`src/design/twsm_pkg.sv`:
```
package twsm_pkg;

   localparam int BYTE_BITS = 8;
   localparam int IDX_BITS  = $clog2(BYTE_BITS) + 1;
   localparam int REQ_BITS  = 24;
   localparam int RSP_BITS  = 16;

   localparam logic [1:0] OP_TICK  = 2'd0;
   localparam logic [1:0] OP_WRITE = 2'd1;
   localparam logic [1:0] OP_READ  = 2'd2;

   localparam logic [7:0] CMD_WRITE_SET = 8'b1000_0000;
   localparam logic [7:0] CMD_WRITE_CLR = 8'b1111_1110;
   localparam logic [7:0] CMD_READ_SET  = 8'b1000_0001;

   localparam logic [2:0] CSR_HALF_ADDR  = 3'd0;
   localparam logic [2:0] CSR_GUARD_ADDR = 3'd4;

   typedef enum logic [2:0] {
      PH_IDLE,
      PH_GUARD_ON,
      PH_SEND_LOW,
      PH_SEND_HIGH,
      PH_RECV_HIGH,
      PH_RECV_LOW,
      PH_GUARD_OFF
   } phase_type;

   typedef struct packed {
      logic       io_in;
      logic [7:0] write_data;
      logic [7:0] command_byte;
      logic [1:0] operation;
   } req_item_type;

   typedef struct packed {
      logic       rejected;
      logic [7:0] read_result;
      logic       done_res;
      logic       busy_res;
      logic       io_drive;
      logic       io_out;
      logic       serial_clk;
      logic       chip_en;
   } rsp_item_type;

   typedef struct packed {
      logic [7:0] half_period_ticks;
      logic [7:0] enable_guard_ticks;
   } cfg_type;

   typedef struct packed {
      logic drv;
      logic io;
      logic clk;
      logic en;
   } pins_type;

endpackage

```
`src/design/three_wire_serial_master_top.sv`:
```
// Path: an accepted tick waits in the input register, and its result is then held in the
// result register. Throughput: one tick per cycle while the result side does not stall;
// the sequencer state updates in one pass per tick.
// Backpressure on the result side stalls the input register and then the input channel.
// Synchronous active-high reset clears the sequencer to idle with all pins low, the
// data line released, and the timing registers to half period 1 and guard 4.
module three_wire_serial_master_top (
   input  logic        clock,
   input  logic        reset,
   input  logic        req_tvalid,
   output logic        req_tready,
   // [1:0] operation, [9:2] command_byte, [17:10] write_data, [18] io_in, rest zero
   input  logic [23:0] req_tdata,
   output logic        rsp_tvalid,
   input  logic        rsp_tready,
   // [0] chip_en, [1] serial_clk, [2] io_out, [3] io_drive, [4] busy_res,
   // [5] done_res, [13:6] read_result, [14] rejected, [15] zero
   output logic [15:0] rsp_tdata,
   input  logic        csr_psel,
   input  logic        csr_penable,
   input  logic        csr_pwrite,
   input  logic [2:0]  csr_paddr,
   input  logic [31:0] csr_pwdata,
   output logic [31:0] csr_prdata,
   output logic        csr_pready
);
   import twsm_pkg::*;

   cfg_type      cfg;
   req_item_type in_item_ff, in_item_in;
   logic         in_valid_ff, in_valid_in;
   rsp_item_type result;
   logic [15:0]  rsp_data_ff, rsp_data_in;
   logic         rsp_valid_ff, rsp_valid_in;
   logic         advance, req_fire;

   twsm_csr u_csr (
      .clock      (clock),
      .reset      (reset),
      .csr_psel   (csr_psel),
      .csr_penable(csr_penable),
      .csr_pwrite (csr_pwrite),
      .csr_paddr  (csr_paddr),
      .csr_pwdata (csr_pwdata),
      .csr_prdata (csr_prdata),
      .csr_pready (csr_pready),
      .cfg        (cfg)
   );

   twsm_seq u_seq (
      .clock (clock),
      .reset (reset),
      .step  (advance),
      .item  (in_item_ff),
      .cfg   (cfg),
      .result(result)
   );

   // A tick moves on when the result register is empty or being drained.
   assign advance    = in_valid_ff && (!rsp_valid_ff || rsp_tready);
   assign req_tready = !in_valid_ff || advance;
   assign req_fire   = req_tvalid && req_tready;

   always_comb begin
      in_item_in  = in_item_ff;
      in_valid_in = in_valid_ff && !advance;
      if (req_fire) begin
         in_item_in.operation    = req_tdata[1:0];
         in_item_in.command_byte = req_tdata[9:2];
         in_item_in.write_data   = req_tdata[17:10];
         in_item_in.io_in        = req_tdata[18];
         in_valid_in             = 1'b1;
      end
      rsp_data_in  = rsp_data_ff;
      rsp_valid_in = rsp_valid_ff && !rsp_tready;
      if (advance) begin
         rsp_data_in  = {1'b0, result};
         rsp_valid_in = 1'b1;
      end
   end

   always_ff @(posedge clock) begin
      if (reset) begin
         in_valid_ff  <= 1'b0;
         rsp_valid_ff <= 1'b0;
      end else begin
         in_valid_ff  <= in_valid_in;
         rsp_valid_ff <= rsp_valid_in;
      end
      in_item_ff  <= in_item_in;
      rsp_data_ff <= rsp_data_in;
   end

   assign rsp_tvalid = rsp_valid_ff;
   assign rsp_tdata  = rsp_data_ff;

endmodule

```
`src/design/twsm_csr.sv`:
```
module twsm_csr (
   input  logic                 clock,
   input  logic                 reset,
   input  logic                 csr_psel,
   input  logic                 csr_penable,
   input  logic                 csr_pwrite,
   input  logic [2:0]           csr_paddr,
   input  logic [31:0]          csr_pwdata,
   output logic [31:0]          csr_prdata,
   output logic                 csr_pready,
   output twsm_pkg::cfg_type    cfg
);
   import twsm_pkg::*;

   logic [7:0] half_ff, half_in;
   logic [7:0] guard_ff, guard_in;
   logic       wr_en;

   assign csr_pready = 1'b1;
   assign wr_en = csr_psel && csr_penable && csr_pwrite && csr_pready;

   // Address bit 2 selects the register; the low bits are ignored.
   always_comb begin
      half_in  = half_ff;
      guard_in = guard_ff;
      if (wr_en) begin
         if (csr_paddr[2] == CSR_GUARD_ADDR[2]) begin
            guard_in = csr_pwdata[7:0];
         end else begin
            half_in = csr_pwdata[7:0];
         end
      end
   end

   always_ff @(posedge clock) begin
      if (reset) begin
         half_ff  <= 8'd1;
         guard_ff <= 8'd4;
      end else begin
         half_ff  <= half_in;
         guard_ff <= guard_in;
      end
   end

   assign csr_prdata = (csr_paddr[2] == CSR_GUARD_ADDR[2]) ? {24'd0, guard_ff}
                                                           : {24'd0, half_ff};
   assign cfg.half_period_ticks  = half_ff;
   assign cfg.enable_guard_ticks = guard_ff;

endmodule

```
`src/design/twsm_seq.sv`:
```
module twsm_seq (
   input  logic                   clock,
   input  logic                   reset,
   input  logic                   step,
   input  twsm_pkg::req_item_type item,
   input  twsm_pkg::cfg_type      cfg,
   output twsm_pkg::rsp_item_type result
);
   import twsm_pkg::*;

   phase_type             phase_ff, phase_in;
   logic [IDX_BITS-1:0]   bit_ff, bit_in, bit_inc;
   logic [7:0]            shift_ff, shift_in, shift_sel, shift_rx;
   logic [7:0]            pend_ff, pend_in;
   logic                  read_ff, read_in;
   logic [7:0]            wait_ff, wait_in, wait_dec;
   pins_type              pins_ff, pins_in;
   logic [7:0]            recv_ff, recv_in;
   logic [7:0]            half_len, guard_len;
   logic                  start, rej, done;

   assign half_len  = (cfg.half_period_ticks == 8'd0) ? 8'd1 : cfg.half_period_ticks;
   assign guard_len = (cfg.enable_guard_ticks == 8'd0) ? 8'd1 : cfg.enable_guard_ticks;
   assign start     = (item.operation == OP_WRITE) || (item.operation == OP_READ);
   assign bit_inc   = bit_ff + 1'b1;
   assign wait_dec  = (wait_ff != 8'd0) ? wait_ff - 8'd1 : 8'd0;
   assign shift_sel = (bit_inc == IDX_BITS'(BYTE_BITS)) ? pend_ff : shift_ff;
   assign shift_rx  = shift_ff | (8'(item.io_in) << bit_ff[2:0]);

   always_comb begin
      phase_in = phase_ff;
      bit_in   = bit_ff;
      shift_in = shift_ff;
      pend_in  = pend_ff;
      read_in  = read_ff;
      wait_in  = wait_ff;
      pins_in  = pins_ff;
      recv_in  = recv_ff;
      rej      = 1'b0;
      done     = 1'b0;
      if (phase_ff == PH_IDLE) begin
         if (start) begin
            read_in  = (item.operation == OP_READ);
            shift_in = read_in ? (item.command_byte | CMD_READ_SET)
                               : ((item.command_byte | CMD_WRITE_SET) & CMD_WRITE_CLR);
            pend_in  = item.write_data;
            bit_in   = '0;
            pins_in  = '{drv: 1'b1, io: 1'b0, clk: 1'b0, en: 1'b1};
            phase_in = PH_GUARD_ON;
            wait_in  = guard_len;
         end
      end else begin
         rej     = start;
         wait_in = wait_dec;
         if (wait_dec == 8'd0) begin
            unique case (phase_ff)
               PH_GUARD_ON: begin
                  pins_in  = '{drv: 1'b1, io: shift_ff[bit_ff[2:0]], clk: 1'b0,
                               en: pins_ff.en};
                  phase_in = PH_SEND_LOW;
                  wait_in  = half_len;
               end
               PH_SEND_LOW: begin
                  pins_in.clk = 1'b1;
                  phase_in    = PH_SEND_HIGH;
                  wait_in     = half_len;
               end
               PH_SEND_HIGH: begin
                  bit_in = bit_inc;
                  if (read_ff && bit_inc == IDX_BITS'(BYTE_BITS)) begin
                     pins_in  = '{drv: 1'b0, io: 1'b0, clk: 1'b1, en: 1'b1};
                     bit_in   = '0;
                     shift_in = '0;
                     phase_in = PH_RECV_HIGH;
                     wait_in  = half_len;
                  end else if (!read_ff && bit_inc == '0) begin
                     pins_in  = '0;
                     phase_in = PH_GUARD_OFF;
                     wait_in  = guard_len;
                  end else begin
                     // The data byte follows the command byte on a write.
                     shift_in = shift_sel;
                     pins_in  = '{drv: 1'b1, io: shift_sel[bit_inc[2:0]], clk: 1'b0,
                                  en: pins_ff.en};
                     phase_in = PH_SEND_LOW;
                     wait_in  = half_len;
                  end
               end
               PH_RECV_HIGH: begin
                  pins_in  = '{drv: 1'b0, io: 1'b0, clk: 1'b0, en: 1'b1};
                  phase_in = PH_RECV_LOW;
                  wait_in  = half_len;
               end
               PH_RECV_LOW: begin
                  shift_in = shift_rx;
                  bit_in   = bit_inc;
                  if (bit_inc[IDX_BITS-1]) begin
                     recv_in  = shift_rx;
                     pins_in  = '0;
                     phase_in = PH_GUARD_OFF;
                     wait_in  = guard_len;
                  end else begin
                     pins_in  = '{drv: 1'b0, io: 1'b0, clk: 1'b1, en: 1'b1};
                     phase_in = PH_RECV_HIGH;
                     wait_in  = half_len;
                  end
               end
               default: begin
                  phase_in = PH_IDLE;
                  pins_in  = '0;
                  done     = 1'b1;
               end
            endcase
         end
      end
   end

   always_ff @(posedge clock) begin
      if (reset) begin
         phase_ff <= PH_IDLE;
         bit_ff   <= '0;
         shift_ff <= '0;
         pend_ff  <= '0;
         read_ff  <= 1'b0;
         wait_ff  <= '0;
         pins_ff  <= '0;
         recv_ff  <= '0;
      end else if (step) begin
         phase_ff <= phase_in;
         bit_ff   <= bit_in;
         shift_ff <= shift_in;
         pend_ff  <= pend_in;
         read_ff  <= read_in;
         wait_ff  <= wait_in;
         pins_ff  <= pins_in;
         recv_ff  <= recv_in;
      end
   end

   assign result.chip_en     = pins_in.en;
   assign result.serial_clk  = pins_in.clk;
   assign result.io_out      = pins_in.drv & pins_in.io;
   assign result.io_drive    = pins_in.drv;
   assign result.busy_res    = (phase_in != PH_IDLE);
   assign result.done_res    = done;
   assign result.read_result = recv_in;
   assign result.rejected    = rej;

   a_idle_pins_low: assert property (@(posedge clock) disable iff (reset)
      phase_ff == PH_IDLE |-> pins_ff == '0)
      else $error("pins active while idle");

   a_wait_loaded: assert property (@(posedge clock) disable iff (reset)
      phase_ff != PH_IDLE |-> wait_ff != 8'd0)
      else $error("wait count empty in an active phase");

   a_done_goes_idle: assert property (@(posedge clock) disable iff (reset)
      step && done |=> phase_ff == PH_IDLE)
      else $error("transfer finished but sequencer not idle");

   a_read_released: assert property (@(posedge clock) disable iff (reset)
      (phase_ff == PH_RECV_HIGH || phase_ff == PH_RECV_LOW) |-> !pins_ff.drv)
      else $error("data line driven while receiving");

endmodule

```
`config.mk`:
```
export PLATFORM = sky130hd
export DESIGN_NAME = three_wire_serial_master_top
export DESIGN_NICKNAME = d
export VERILOG_FILES = /design/src/design/twsm_pkg.sv /design/src/design/three_wire_serial_master_top.sv /design/src/design/twsm_csr.sv /design/src/design/twsm_seq.sv
export SDC_FILE = /design/constraint.sdc
export NUM_CORES = 1
export LEC_CHECK = 0
export BUFFER_PORTS_ARGS = -buffer_cell sky130_fd_sc_hd__buf_2
export CAP_MARGIN = 40
export CORE_MARGIN = 10
export CORE_UTILIZATION = 30
export DETAILED_ROUTE_END_ITERATION = 10
export GPL_TIMING_DRIVEN = 0
export PLACE_DENSITY = 0.5
export SLEW_MARGIN = 20
export SYNTH_ARGS = -nofsm -noshare
export SYNTH_HDL_FRONTEND = slang
export SYNTH_SLANG_ARGS = --single-unit
export TNS_END_PERCENT = 50
```
`constraint.sdc`:
```
create_clock -name clock -period 3.8 [get_ports clock]
set_clock_uncertainty 0.1 [all_clocks]
set_input_delay 0.19 -clock clock [delete_from_list [all_inputs] [get_ports clock]]
set_output_delay 0.19 -clock clock [all_outputs]
set_load 0.01 [all_outputs]
```
==> run summary <==
MIN PATH
----------------------------------------------------------------------------------------------------
Hold path endpoint                                                                      rsp_tvalid$_SDFF_PP0_
Worst hold-check path type                                                                 in -> reg
Startpoint of the tightest hold check path                                                rsp_tready
Hold Crit Depth                                                                                    4

DRT
----------------------------------------------------------------------------------------------------
Antenna-violating nets left                                                                        0
Wire length per cell after detailed routing                                                 16.19 µm
First drt pass iteration count                                                                     5
Via density                                                                                    4.972
Total number of vias                                                                           4,589
WL final                                                                                   14,940 µm
Violation count after the first detailed-route iteration                                         296
Residual DRC                                                                                       0

FLOORPLANNING
----------------------------------------------------------------------------------------------------
Die Wd                                                                                      151.1 µm
Core ar.                                                                                  16,700 µm²
Placement row count                                                                               47
Ports placed on the boundary                                                                     117
Die area                                                                                  22,830 µm²
Die H                                                                                       151.1 µm
Effective utilization at floorplan                                                            30.87%

GRT
----------------------------------------------------------------------------------------------------
Maximum number of pins on one net before global-route repair                                      23
Total routing usage reported by global routing                                                13.02%
First-pass GRT wire length                                                                 23,740 µm
Antenna violations before repair                                                                   0
Vias in the first global route                                                                 4,499
Overall overflow remaining after global route                                                      0

POWER
----------------------------------------------------------------------------------------------------
Power Internal                                                                            0.001790 W
Reported leakage power                                                                      2.388 nW
Sequential share of power                                                                      45.3%
Switching component of the power                                                         0.0006763 W
Net switching share of the total power                                                        27.42%
Relative contribution of combinational cells to total power                                    16.4%
Part of the total power dissipated in the clock network                                        38.2%
PwrDens                                                                                 385.4 nW/µm²
Worst VDD drop                                                                              173.9 µV

TIMING
----------------------------------------------------------------------------------------------------
Minimum setup slack in the final design                                                    0.8487 ns
Tightest slew margin relative to the limit                                                    50.58%
Final number of hold-violating endpoints                                                           0
Setup violation total in the final timing report                                                   0
RSZ-0062 raised after global routing                                                           false
Top achievable clock speed                                                                0.3388 GHz
Max-slew violation total from the final report                                                     0
Worst Hold Margin                                                                         0.05582 ns
Ratio of final minimum period to clock period                                                 77.67%
Setup TNS                                                                                       0 ns
Tightest Pin Transition                                                                    0.7412 ns
Min Clock Period, post-route                                                                2.951 ns

SYNTHESIS
----------------------------------------------------------------------------------------------------
Post-synth top area cell                                                                     dfxtp_1
Gate count of the mapped netlist                                                                 580
Leading register cell type out of synthesis                                                  dfxtp_1
Total number of yosys warnings                                                                     0
Number of synthesized register bits                                                               94
Most common library cells after synthesis                                               nand2_1 (86), dfxtp_1 (62), a21oi_1 (49)
Area fraction of the dominant cell type after synthesis                                       24.07%
Post-synthesis average cell area                                                           8.890 µm²
Cell area after synthesis                                                                   5156 µm²
Seq/Total Area, Yosys                                                                         42.71%
Cell types with the largest area share after synthesis                                  dfxtp_1 (24%), edfxtp_1 (19%), nand2_1 (6.3%), a21oi_1 (4.8%), buf_4 (3.9%)
Async S/R FF share, synth                                                                         0%
EDFF count, synth                                                                                 32
Most frequent cell after synthesis                                                           nand2_1
Post-synthesis cell type count                                                                    72

LAYOUT
----------------------------------------------------------------------------------------------------
Fraction of layout cells with a size suffix above 1                                           20.06%
Area growth from synthesis to layout                                                          24.10%
Register area                                                                               2202 µm²
Multi-input combinational cell area                                                         2646 µm²
Nets                                                                                             768
Final std cells w/o fill                                                                         923
Number of diodes added for antenna fixing                                                          0
Filler cell count                                                                              1,765
Design Area, Final                                                                          6399 µm²

WORST SETUP PATH
----------------------------------------------------------------------------------------------------
Critical setup path kind                                                                  reg -> reg
Data required time at the worst endpoint                                                     3.80 ns
R2r endpoint                                                                            rsp_tdata[2]$_DFFE_PP_
Critical Path End Type                                                                          flop
Max FO, Critical Path                                                                             10
Arrival @ worst endpoint                                                                     2.95 ns
Setup slack, reg-to-reg                                                                      0.85 ns
Startpoint type of the worst setup path                                                         flop
R2R depth                                                                                          9
Origin of the critical flop-to-flop path                                                u_seq.bit_ff[0]$_SDFFE_PP0P_

CTS
----------------------------------------------------------------------------------------------------
CTS Root Cell                                                                              clkbuf_16
Buffer depth of the longest clock path                                                             2
Clock-pin slew reported for the worst setup and hold paths after clock tree synthesis        0.07 ns
Count of instances resized after the clock tree is built                                           0
Clock net sink count                                                                              94
Level count of the clock H-tree                                                                    3
Insertion delay of the later-clocked pin in the worst-skew pair                              0.35 ns
Clock buffer count from CTS                                                                        9
TritonCTS clock tree                                                                             yes

PLACEMENT
----------------------------------------------------------------------------------------------------
Weighted congestion reported at the end of routability-driven placement                       0.9042
IO Port Bufs                                                                                      56
Number of cells after detailed placement                                                         880
Pre-CTS setup slack                                                                        0.8772 ns
HPWL Detailed                                                                              11,130 µm
Placed cell area                                                                            5802 µm²

FLOW RUN
----------------------------------------------------------------------------------------------------
Reported max-cap violation count                                                                   0

OUTCOME
----------------------------------------------------------------------------------------------------
Outcome                                                                                 complete, no violations

cells by family (layout without fill, tap and decap cells):
kind of cell	count (synthesis)	after routing	synth area share, %
simple gates	240	240	23.49
compound gates	146	146	19.97
flops	94	94	42.71
buf+inv	71	170	7.716
mux	17	17	3.834
xor+xnor	6	6	1.165
fa+ha+maj	4	4	0.9707
other cells	2	26	0.1457
metal layers:
metal | track usage (%) | wire (µm)
met1 | 17.89 | 7290
met4 | 5.149 | 217
met5 | 0 | 0
met2 | 19.84 | 6460
met3 | 2.208 | 971
flip-flops by register name (all words and copies together) (netlist names):
name and cells:
u_seq.phase_ff 3, u_csr.half_ff 8, u_seq.pend_ff 8, u_seq.pins_ff 4
rsp_tdata 15, u_seq.read_ff 1, u_seq.recv_ff 8, in_item_ff 17
u_seq.wait_ff 8, rsp_tvalid 1, in_valid_ff 1, u_csr.guard_ff 8
u_seq.bit_ff 4, u_seq.shift_ff 8
power by group through the flow:
stage,Sequential [W],Combinational (W),Clock [W]
after floorplan,0.00113,0.000272,0
after global placement,0.00114,0.000375,0
after detailed placement,0.00114,0.000376,0
after CTS,0.00112,0.000398,0.000962
after global routing,0.00112,0.000447,0.000999
final,0.00112,0.000405,0.000943
worst max-delay path: stages (launching register included):
cell and delay (ns):
dfxtp_1 0.38, ha_1 0.28, inv_1 0.06, nor4_1 0.42, a31o_2 0.17, buf_2 0.23, mux2_2 0.38, a221o_1 0.30
a31oi_1 0.29, nor2b_1 0.08
cells in the final DEF (no fill, tap or decap), types with 15 or more instances in the layout:
cell type	netlist	routed
nor2b_1	15	15
o21ai_0	20	20
buf_4	27	27
dlygate4sd3_1	0	26
buf_2	9	65
nand2_1	86	86
a21oi_1	49	49
clkbuf_1	23	24
nor2_1	45	45
edfxtp_1	32	32
nor3_1	24	24
dfxtp_1	62	62
conb_1	2	26
area by class of cell:
type | instances | share of cell area [%]
plain buffers | 63 | 5.749
clock buffers | 11 | 3.794
clock inverters | 5 | 1.036
inverters | 8 | 0.4693
multi-input cells | 439 | 41.36
flip-flops and latches | 94 | 34.42
well taps | 220 | 4.302
repair buffers | 83 | 8.878
repair_timing:
item,in CTS,in global routing
hold buffers,26,0
setup buffers,0,0
hold endpoints to repair,34,0
stage by stage:
stage	util [%]	total power (W)
floorplan	-	0.001406
global placement	34.74	0.001515
detailed placement	34.74	0.001516
CTS	38.15	0.002478
global route	38.31	0.002569
finish	38.31	0.002466
worst max-delay path by stage:
stage                                      start                endpoint  cells after the start
global route        u_seq.bit_ff[0]$_SDFFE_PP0P_  rsp_tdata[2]$_DFFE_PP_                      9
finish              u_seq.bit_ff[0]$_SDFFE_PP0P_  rsp_tdata[2]$_DFFE_PP_                      9
CTS                 u_seq.bit_ff[0]$_SDFFE_PP0P_  rsp_tdata[2]$_DFFE_PP_                      9
floorplan           u_seq.bit_ff[0]$_SDFFE_PP0P_  rsp_tdata[2]$_DFFE_PP_                      9
detailed placement  u_seq.bit_ff[0]$_SDFFE_PP0P_  rsp_tdata[2]$_DFFE_PP_                      9
global placement    u_seq.bit_ff[0]$_SDFFE_PP0P_  rsp_tdata[2]$_DFFE_PP_                      9
(Power assumes the default switching activity.)
